--- src/design/interval_reservation_table_defines.svh ---
// Assertion macros for the interval reservation table.
`ifndef INTERVAL_RESERVATION_TABLE_DEFINES_SVH
`define INTERVAL_RESERVATION_TABLE_DEFINES_SVH
`ifndef NO_ASSERTIONS
`define IRT_ASSERT(label, clk, rst_n, prop, msg) \
    label: assert property (@(posedge clk) disable iff (!rst_n) (prop)) else $error(msg);
`define IRT_ASSERT_NR(label, clk, prop, msg) \
    label: assert property (@(posedge clk) (prop)) else $error(msg);
`else
`define IRT_ASSERT(label, clk, rst_n, prop, msg)
`define IRT_ASSERT_NR(label, clk, prop, msg)
`endif
`endif

--- src/design/irt_pkg.sv ---
// ----------------------------------------------------------------------------
// irt_pkg
// Shared constants and types of the interval reservation table.
// ----------------------------------------------------------------------------
package irt_pkg;
    localparam int TABLE_DEPTH = 32;
    localparam int TIME_BITS   = 32;
    localparam int ID_BITS     = 16;
    localparam int IDX_BITS    = $clog2(TABLE_DEPTH);
    localparam int CNT_BITS    = $clog2(TABLE_DEPTH + 1);

    localparam logic [1:0] REQ_ADD    = 2'd0;
    localparam logic [1:0] REQ_REMOVE = 2'd1;
    localparam logic [1:0] REQ_CHECK  = 2'd2;
    localparam logic [1:0] REQ_SLOT   = 2'd3;

    localparam logic [2:0] ST_OK      = 3'd0;
    localparam logic [2:0] ST_OVERLAP = 3'd1;
    localparam logic [2:0] ST_NO_ID   = 3'd2;
    localparam logic [2:0] ST_EMPTY   = 3'd3;
    localparam logic [2:0] ST_FULL    = 3'd4;

    typedef logic [TIME_BITS-1:0] time_t;
    typedef logic [ID_BITS-1:0]   id_t;

    // one table entry as read by the scanner
    typedef struct packed {
        logic  valid;
        id_t   tag;
        time_t begin_t;
        time_t finish_t;
    } entry_t;

    // table write command from the scanner
    typedef struct packed {
        logic                en;
        logic                set;
        logic [IDX_BITS-1:0] idx;
        id_t                 tag;
        time_t               begin_t;
        time_t               finish_t;
    } wr_t;
endpackage

--- src/design/interval_reservation_table.sv ---
// ----------------------------------------------------------------------------
// interval_reservation_table
// Table of disjoint half-open intervals with add, remove, check and find-slot.
// ----------------------------------------------------------------------------
// Each request word takes the bus, then one sequencer walks the 32 table
// entries through a single registered memory read port and one comparator
// datapath. Add, remove and check take one scan pass, then the commit state
// and the output state, before the result word is valid. An empty request,
// or a find-slot on an empty table, answers in the cycle after acceptance.
// Find-slot needs the stored entries in start order, so it repeats a scan
// pass plus commit per stored entry, each pass picking the next entry by
// start time, and ends with one more pass that finds no further entry. The
// result word sits in an output register; the next request is taken from
// the cycle after it has been handed off.
module interval_reservation_table
    import irt_pkg::*;
(
    input  logic         clk,
    input  logic         rst_n,
    input  logic         s_tvalid,
    output logic         s_tready,
    // tdata: req_type[1:0] event_id[17:2] start_time[49:18] end_time[81:50]
    input  logic [87:0]  s_tdata,
    output logic         m_tvalid,
    input  logic         m_tready,
    // tdata: status[2:0] hit[3] hit_id[19:4] hit_start[51:20] hit_end[83:52]
    //        slot_start[115:84] stored_count[121:116]
    output logic [127:0] m_tdata
);
`include "interval_reservation_table_defines.svh"

    typedef enum logic [2:0] {S_IDLE, S_SCAN, S_COMMIT, S_OUT} state_t;

    localparam logic [TIME_BITS:0] TMAX = {1'b0, {TIME_BITS{1'b1}}};

    state_t state_reg;
    logic [1:0]          op_reg;
    id_t                 id_reg;
    time_t               s_reg, e_reg;
    logic [IDX_BITS:0]   cnt_reg;     // scan address counter, one past depth
    logic                rvld_reg;    // read data valid this cycle
    logic [IDX_BITS-1:0] ridx_reg;    // index of data now on read port
    logic [CNT_BITS-1:0] total_reg;
    // best entry of a scan
    logic                bf_reg;
    logic [IDX_BITS-1:0] bi_reg;
    id_t                 bt_reg;
    time_t               bb_reg, bfin_reg;
    logic                ff_reg;      // first free slot seen
    logic [IDX_BITS-1:0] fi_reg;
    // find-slot: previous gap start, previous begin, gap pass state
    time_t               gs_reg, pb_reg;
    logic                pf_reg;      // a previous entry exists
    logic                sf_reg;      // best slot found
    logic [TIME_BITS:0]  sd_reg;
    time_t               sv_reg;
    logic [127:0]        out_reg;
    logic                ovld_reg;

    entry_t rd;
    wr_t    wr;

    irt_store u_store (.clk(clk), .rst_n(rst_n), .rd_idx(cnt_reg[IDX_BITS-1:0]),
                       .rd_data(rd), .wr(wr));

    assign s_tready = (state_reg == S_IDLE) && !ovld_reg;
    assign m_tvalid = ovld_reg;
    assign m_tdata  = out_reg;

    // per-entry tests on the read port
    logic ov, better, eligible, cand;
    always_comb
    begin
        ov       = rd.valid && (rd.begin_t < e_reg) && (s_reg < rd.finish_t);
        better   = !bf_reg || (rd.begin_t < bb_reg);
        // next entry in start order: begins after the previous one taken
        // (begins are distinct since entries are disjoint and nonempty)
        eligible = rd.valid && (!pf_reg || rd.begin_t > pb_reg);
        case (op_reg)
            REQ_ADD, REQ_CHECK: cand = ov && better;
            REQ_REMOVE:         cand = rd.valid && rd.tag == id_reg && better;
            default:            cand = eligible && better;
        endcase
    end

    // gap evaluation: gap [gs, ge) with candidate clamp
    logic [TIME_BITS:0] dur, ge, c, d;
    logic gfit;
    always_comb
    begin
        dur  = {1'b0, e_reg} - {1'b0, s_reg};
        ge   = bf_reg ? {1'b0, bb_reg} : TMAX;
        gfit = (ge >= {1'b0, gs_reg}) && (ge - {1'b0, gs_reg} >= dur);
        c    = ({1'b0, s_reg} < ge - dur) ? {1'b0, s_reg} : ge - dur;
        if (c < {1'b0, gs_reg})
        begin
            c = {1'b0, gs_reg};
        end
        d    = (c > {1'b0, s_reg}) ? c - {1'b0, s_reg} : {1'b0, s_reg} - c;
    end

    function automatic logic [127:0] pack(logic [2:0] st, logic h, id_t hid,
                                          time_t hs, time_t he, time_t sl,
                                          logic [CNT_BITS-1:0] n);
        logic [127:0] w;
        w = '0;
        w[2:0] = st;   w[3] = h;       w[19:4] = hid;
        w[51:20] = hs; w[83:52] = he;  w[115:84] = sl;
        w[121:116] = n;
        return w;
    endfunction

    always_comb
    begin
        wr = '0;
        wr.tag = id_reg; wr.begin_t = s_reg; wr.finish_t = e_reg;
        if (state_reg == S_COMMIT)
        begin
            if (op_reg == REQ_ADD && !bf_reg && ff_reg)
            begin
                wr.en = 1'b1; wr.set = 1'b1; wr.idx = fi_reg;
            end
            else if (op_reg == REQ_REMOVE && bf_reg)
            begin
                wr.en = 1'b1; wr.set = 1'b0; wr.idx = bi_reg;
            end
        end
    end

    always_ff @(posedge clk or negedge rst_n)
    begin
        if (!rst_n)
        begin
            state_reg <= S_IDLE;
            ovld_reg  <= 1'b0;
            total_reg <= '0;
            cnt_reg   <= '0;
            rvld_reg  <= 1'b0;
            out_reg   <= '0;
            op_reg    <= REQ_ADD;
            id_reg    <= '0;
            s_reg     <= '0;
            e_reg     <= '0;
            ridx_reg  <= '0;
            bf_reg    <= 1'b0;
            bi_reg    <= '0;
            bt_reg    <= '0;
            bb_reg    <= '0;
            bfin_reg  <= '0;
            ff_reg    <= 1'b0;
            fi_reg    <= '0;
            gs_reg    <= '0;
            pb_reg    <= '0;
            pf_reg    <= 1'b0;
            sf_reg    <= 1'b0;
            sd_reg    <= '0;
            sv_reg    <= '0;
        end
        else
        begin
            if (ovld_reg && m_tready)
            begin
                ovld_reg <= 1'b0;
            end
            case (state_reg)
                S_IDLE:
                begin
                    if (s_tvalid && s_tready)
                    begin
                        op_reg <= s_tdata[1:0];
                        id_reg <= s_tdata[17:2];
                        s_reg  <= s_tdata[49:18];
                        e_reg  <= s_tdata[81:50];
                        cnt_reg <= '0; rvld_reg <= 1'b0;
                        bf_reg <= 1'b0; ff_reg <= 1'b0;
                        pf_reg <= 1'b0; sf_reg <= 1'b0;
                        gs_reg <= '0;
                        if (s_tdata[49:18] >= s_tdata[81:50])
                        begin
                            out_reg  <= pack(ST_EMPTY, 1'b0, '0, '0, '0, '0, total_reg);
                            ovld_reg <= 1'b1;
                        end
                        else if (s_tdata[1:0] == REQ_SLOT && total_reg == '0)
                        begin
                            out_reg  <= pack(ST_OK, 1'b0, '0, '0, '0,
                                             s_tdata[49:18], total_reg);
                            ovld_reg <= 1'b1;
                        end
                        else
                        begin
                            state_reg <= S_SCAN;
                        end
                    end
                end
                S_SCAN:
                begin
                    rvld_reg <= (cnt_reg < (IDX_BITS+1)'(TABLE_DEPTH));
                    ridx_reg <= cnt_reg[IDX_BITS-1:0];
                    if (cnt_reg < (IDX_BITS+1)'(TABLE_DEPTH))
                    begin
                        cnt_reg <= cnt_reg + 1'b1;
                    end
                    if (rvld_reg)
                    begin
                        if (cand)
                        begin
                            bf_reg <= 1'b1; bi_reg <= ridx_reg; bt_reg <= rd.tag;
                            bb_reg <= rd.begin_t; bfin_reg <= rd.finish_t;
                        end
                        if (!rd.valid && !ff_reg)
                        begin
                            ff_reg <= 1'b1; fi_reg <= ridx_reg;
                        end
                    end
                    else if (cnt_reg == (IDX_BITS+1)'(TABLE_DEPTH))
                    begin
                        state_reg <= S_COMMIT;
                    end
                end
                S_COMMIT:
                begin
                    // find-slot rescans while another entry remains
                    state_reg <= (op_reg == REQ_SLOT && bf_reg) ? S_SCAN : S_OUT;
                    case (op_reg)
                        REQ_ADD:
                        begin
                            if (bf_reg)
                                out_reg <= pack(ST_OVERLAP, 1'b0, '0, '0, '0, '0, total_reg);
                            else if (!ff_reg)
                                out_reg <= pack(ST_FULL, 1'b0, '0, '0, '0, '0, total_reg);
                            else
                            begin
                                out_reg <= pack(ST_OK, 1'b0, '0, '0, '0, '0,
                                                total_reg + 1'b1);
                                total_reg <= total_reg + 1'b1;
                            end
                        end
                        REQ_REMOVE:
                        begin
                            if (!bf_reg)
                                out_reg <= pack(ST_NO_ID, 1'b0, '0, '0, '0, '0, total_reg);
                            else
                            begin
                                out_reg <= pack(ST_OK, 1'b0, '0, '0, '0, '0,
                                                total_reg - 1'b1);
                                total_reg <= total_reg - 1'b1;
                            end
                        end
                        REQ_CHECK:
                        begin
                            if (bf_reg)
                                out_reg <= pack(ST_OK, 1'b1, bt_reg, bb_reg, bfin_reg,
                                                '0, total_reg);
                            else
                                out_reg <= pack(ST_OK, 1'b0, '0, '0, '0, '0, total_reg);
                        end
                        default:
                        begin
                            // one gap per pass; gap after last ends at max
                            if (gfit && (!sf_reg || d < sd_reg))
                            begin
                                sf_reg <= 1'b1; sd_reg <= d; sv_reg <= c[TIME_BITS-1:0];
                            end
                            if (bf_reg)
                            begin
                                gs_reg <= bfin_reg; pb_reg <= bb_reg; pf_reg <= 1'b1;
                                bf_reg <= 1'b0; cnt_reg <= '0; rvld_reg <= 1'b0;
                            end
                            else if (gfit && (!sf_reg || d < sd_reg))
                                out_reg <= pack(ST_OK, 1'b0, '0, '0, '0,
                                                c[TIME_BITS-1:0], total_reg);
                            else if (sf_reg)
                                out_reg <= pack(ST_OK, 1'b0, '0, '0, '0, sv_reg, total_reg);
                            else
                                out_reg <= pack(ST_OVERLAP, 1'b0, '0, '0, '0, '0, total_reg);
                        end
                    endcase
                end
                S_OUT:
                begin
                    ovld_reg  <= 1'b1;
                    state_reg <= S_IDLE;
                end
                default: state_reg <= S_IDLE;
            endcase
        end
    end

    `IRT_ASSERT(a_ready_idle, clk, rst_n, s_tready |-> state_reg == S_IDLE, "ready outside idle")
    `IRT_ASSERT(a_count_max, clk, rst_n, total_reg <= CNT_BITS'(TABLE_DEPTH), "count overflow")
    `IRT_ASSERT(a_no_accept_busy, clk, rst_n, (s_tvalid && s_tready) |=> !s_tready, "accept while busy")
    `IRT_ASSERT(a_wr_commit, clk, rst_n, wr.en |-> state_reg == S_COMMIT, "write outside commit")
endmodule

--- src/design/irt_store.sv ---
// ----------------------------------------------------------------------------
// irt_store
// Entry storage: valid bits in flip-flops, payload in a memory with
// one write port and one registered read port.
// ----------------------------------------------------------------------------
module irt_store
    import irt_pkg::*;
(
    input  logic                clk,
    input  logic                rst_n,
    input  logic [IDX_BITS-1:0] rd_idx,
    output entry_t              rd_data,
    input  wr_t                 wr
);
    logic [TABLE_DEPTH-1:0] valid_reg;
    id_t   tag_mem    [TABLE_DEPTH];
    time_t begin_mem  [TABLE_DEPTH];
    time_t finish_mem [TABLE_DEPTH];
    logic  rd_valid_reg;
    id_t   rd_tag_reg;
    time_t rd_begin_reg;
    time_t rd_finish_reg;

    // valid bits
    always_ff @(posedge clk or negedge rst_n)
    begin
        if (!rst_n)
        begin
            valid_reg    <= '0;
            rd_valid_reg <= 1'b0;
        end
        else
        begin
            if (wr.en)
            begin
                valid_reg[wr.idx] <= wr.set;
            end
            rd_valid_reg <= valid_reg[rd_idx];
        end
    end

    // payload memory
    always_ff @(posedge clk)
    begin
        if (wr.en && wr.set)
        begin
            tag_mem[wr.idx]    <= wr.tag;
            begin_mem[wr.idx]  <= wr.begin_t;
            finish_mem[wr.idx] <= wr.finish_t;
        end
        rd_tag_reg    <= tag_mem[rd_idx];
        rd_begin_reg  <= begin_mem[rd_idx];
        rd_finish_reg <= finish_mem[rd_idx];
    end

    assign rd_data = '{valid: rd_valid_reg, tag: rd_tag_reg,
                       begin_t: rd_begin_reg, finish_t: rd_finish_reg};
endmodule
--- config.mk ---
export PLATFORM = sky130hd
export DESIGN_NAME = interval_reservation_table
export DESIGN_NICKNAME = d
export VERILOG_FILES = /design/src/design/irt_pkg.sv /design/src/design/interval_reservation_table.sv /design/src/design/irt_store.sv
export VERILOG_INCLUDE_DIRS = /design/src /design/src/design
export SDC_FILE = /design/constraint.sdc
export NUM_CORES = 2
export LEC_CHECK = 0
export BUFFER_PORTS_ARGS = -buffer_cell sky130_fd_sc_hd__buf_2
export CAP_MARGIN = 0
export CORE_MARGIN = 8
export CORE_UTILIZATION = 55
export CTS_CLUSTER_DIAMETER = 200
export DETAILED_ROUTE_END_ITERATION = 7
export PLACE_DENSITY = 0.67
export SLEW_MARGIN = 25
export SYNTH_ARGS = -nofsm -noshare
export SYNTH_HDL_FRONTEND = slang
export SYNTH_SLANG_ARGS = --single-unit
--- constraint.sdc ---
create_clock -name clk -period 19.8 [get_ports clk]
set_input_delay 1.98 -clock clk [delete_from_list [all_inputs] [get_ports clk]]
set_output_delay 1.98 -clock clk [all_outputs]
set_load 0.005 [all_outputs]
==> impl_metrics.py <==
metrics = {
    "run_status": {
        "run_status": "finished clean",
    },
    "yosys": {
        "synth_edf_count": 2560,
        "synth_warnings": 0,
        "yosysTopAreaCellShare": 0.577,
        "synth_cell_types": 83,
        "synthTopCellsByCount": "edfxtp_1, mux4_2, dfrtp_1",
        "ys_seq_elements": 3121,
        "synth_flop_cell": "edfxtp_1",
        "async_flop_share": 0.154,
        "synth_area_sq_um": 133000,
        "postSynthAreaPerCell_sq_um": 17.7,
        "synth_most_common_cell": "edfxtp_1",
        "yosys.area.top_type": "edfxtp_1",
        "synthTopCellsByArea": "edfxtp_1, mux4_2, dfrtp_1",
        "seq_area_frac_synth": 0.679,
        "synth_cells": 7539,
    },
    "sta": {
        "hold_viol": 0,
        "finalSetupTns_ns": 0,
        "worstMarginPinSlew_ns": 1.16,
        "layout_min_cycle_time_ns": 18.19,
        "fmax_mhz": 55.0,
        "slew_violations": 0,
        "setup_viol": 0,
        "period_share": 0.919,
        "max-slew-margin-rel": 0.218,
        "rsz0062_at_grt": "false",
        "skew_ns": 0.0627,
    },
    "clock_network": {
        "cts_hold_buf": 0,
        "cts.clk_slew.worst_paths_ns": 0.07,
        "cts.sinks": 3121,
        "cts_made_buffers": 333,
        "cts_tree": "done",
        "root_buffer": "clkbuf_16",
        "ctsResizeCount": 0,
        "htreeDepth": 5,
        "ctsLongestPathBuffers": 4,
        "clock_latency_ns": 0.96,
        "cts_setup_buffers": 0,
    },
    "setup_path": {
        "cp-end-kind": "flop",
        "critical_path_required_ns": 20.62,
        "reg2reg_to": "sd_reg[28]",
        "slowest_delay_ns": 0.56,
        "cp-start-kind": "flop",
        "cpMaxStageDelayCell": "mux2i_1",
        "cp_data_arrival_time_ns": 19.01,
        "rrSetupSlack_ns": 1.61,
        "crit_type": "reg2reg",
        "r2r.worst_path.cells": 75,
        "cp_max_fo": 38,
        "worstReg2RegStart": "s_reg[9]",
        "path_common_cell": "o21ai_0",
    },
    "floorplanning": {
        "row_count": 180,
        "io-pin-count": 222,
        "initial_core_util": 0.554,
        "die_w_um": 508,
        "dieHeight_um": 508,
        "dieArea_sq_um": 258000,
        "core-area_sq_um": 241000,
    },
    "placement": {
        "io_buffers": 209,
        "globalplace.congestion": 0.933,
        "dp_hpwl_mm": 223,
    },
    "drt": {
        "wl_met1_mm": 152,
        "ant_nets": 0,
        "drt_iter0_markers": 9705,
        "via_per_inst": 6.55,
        "dr_wl_met2_mm": 177,
        "drc": 0,
        "routed_wl_mm": 375,
        "drtPass1Iterations": 6,
        "avgRoutedWirePerCell_um": 33.0,
        "num_vias": 74431,
        "wl_met3_mm": 33.0,
        "top_layer": "met5",
    },
    "hold_path": {
        "hp-class": "reg2reg",
        "hold_depth": 2,
        "hp-start": "sv_reg[8]",
        "hold_end": "sv_reg[8]",
    },
    "layout": {
        "drive_gt1_frac": 0.247,
        "reg_top3": "u_store.begin_mem (1024), u_store.finish_mem (1024), u_store.tag_mem (512)",
        "nFillCells": 16855,
        "area_delta_synth_final_pct": 12.3,
        "fin_nets": 8472,
    },
    "global_route": {
        "grt_overflow": 0,
        "grt_first_pass_wirelength_mm": 535,
        "antenna_found_initial": 22,
        "grt_pass1_vias": 74181,
        "grt_max_degree": 134,
        "track_usage": 0.288,
    },
    "flow_run": {
        "max_cap_viol_count": 0,
    },
}
## critical path: cells and delay by family (launching register included)
| kind | cells | cell delay [ns] |
|---|---|---|
| compound gates | 39 | 8.19 |
| flops | 1 | 0.32 |
| simple gates | 18 | 3.56 |
| xor+xnor | 2 | 0.60 |
| buf+inv | 8 | 2.14 |
| mux | 2 | 0.94 |
| fa+ha+maj | 6 | 2.26 |
## metrics by stage
step | instance area (sq um) | util | hold slack (ns) | instances | worst slack [ns]
detailed placement | 139000 | 0.577 | 0.465 | 10770 | 1.89
global placement | 139000 | 0.577 | 0.457 | 10767 | 1.88
CTS | 150000 | 0.622 | 0.485 | 11360 | 1.84
global route | 150000 | 0.622 | 0.502 | 11363 | 0.528
finish | 150000 | 0.622 | 0.484 | 11366 | 1.61
floorplan | 133000 | - | 0.449 | 7544 | 4.93
## area by class of cell
class | count | area [sq um] | area share
diodes | 4 | 10.0 | 0.0000669
clock buffers | 452 | 9240 | 0.0617
clock inverters | 138 | 1400 | 0.00938
inverters | 346 | 1300 | 0.00867
multi-input cells | 3710 | 40400 | 0.270
flip-flops and latches | 3121 | 90500 | 0.605
well taps | 3185 | 3990 | 0.0266
repair buffers | 410 | 2830 | 0.0189
## worst max path at each step
stage	startpoint	to	slack, ns	depth (start not counted)
after floorplan	s_reg[1]	sd_reg[11]	4.93	81
after global placement	e_reg[1]	sd_reg[28]	1.88	75
after detailed placement	e_reg[1]	sd_reg[28]	1.89	75
after CTS	e_reg[1]	sd_reg[28]	1.84	75
after global routing	s_reg[9]	m_tdata[115]	0.53	78
final	s_reg[9]	sd_reg[28]	1.61	75
## kinds of logic after synthesis
logic type	count (synthesis)	share of synthesized area
AOI/OAI and AO/OA	1167	0.0564
xor gates and xnor gates	135	0.00897
DFF	3121	0.679
and+or+nand+nor	830	0.0298
other	1	0.0000281
muxes	1114	0.162
adders and majority gates	458	0.0433
buffers and inverters	713	0.0205
## routing by layer
metal / global-route usage / vias up
met5: 0 / -
met4: 0.0954 / 2
li1: - / 30832
met2: 0.458 / 3715
met1: 0.411 / 39244
met3: 0.0494 / 638
## cell usage in the layout (no fill, tap or decap), types with 15 or more instances in the layout
| cell type | instances |
|---|---|
| nor2_4 | 33 |
| nand2_1 | 287 |
| bufinv_16 | 28 |
| nand4_1 | 67 |
| dfxtp_1 | 80 |
| inv_1 | 346 |
| clkbuf_16 | 342 |
| mux4_2 | 810 |
| o21a_1 | 20 |
| xnor2_1 | 89 |
| nor2b_1 | 63 |
| nand3_1 | 51 |
| mux2_2 | 259 |
| a31oi_1 | 20 |
| a21oi_1 | 276 |
| mux2i_1 | 44 |
| and3_1 | 17 |
| xor2_1 | 45 |
| clkinv_2 | 45 |
| buf_4 | 178 |
| dfrtp_1 | 467 |
| nor3_1 | 38 |
| a22oi_1 | 36 |
| nor2_1 | 142 |
| nand2b_1 | 53 |
| o21ai_0 | 330 |
| clkbuf_8 | 27 |
| a22o_1 | 115 |
| buf_2 | 208 |
| a211oi_1 | 52 |
| clkbuf_1 | 83 |
| buf_12 | 17 |
| o31ai_1 | 15 |
| o21bai_1 | 19 |
| clkinv_1 | 44 |
| ha_1 | 453 |
| a21o_1 | 168 |
| edfxtp_1 | 2560 |
Power is not shown: default switching activity piles up to over one toggle a cycle in this logic, so the estimate is an artifact.
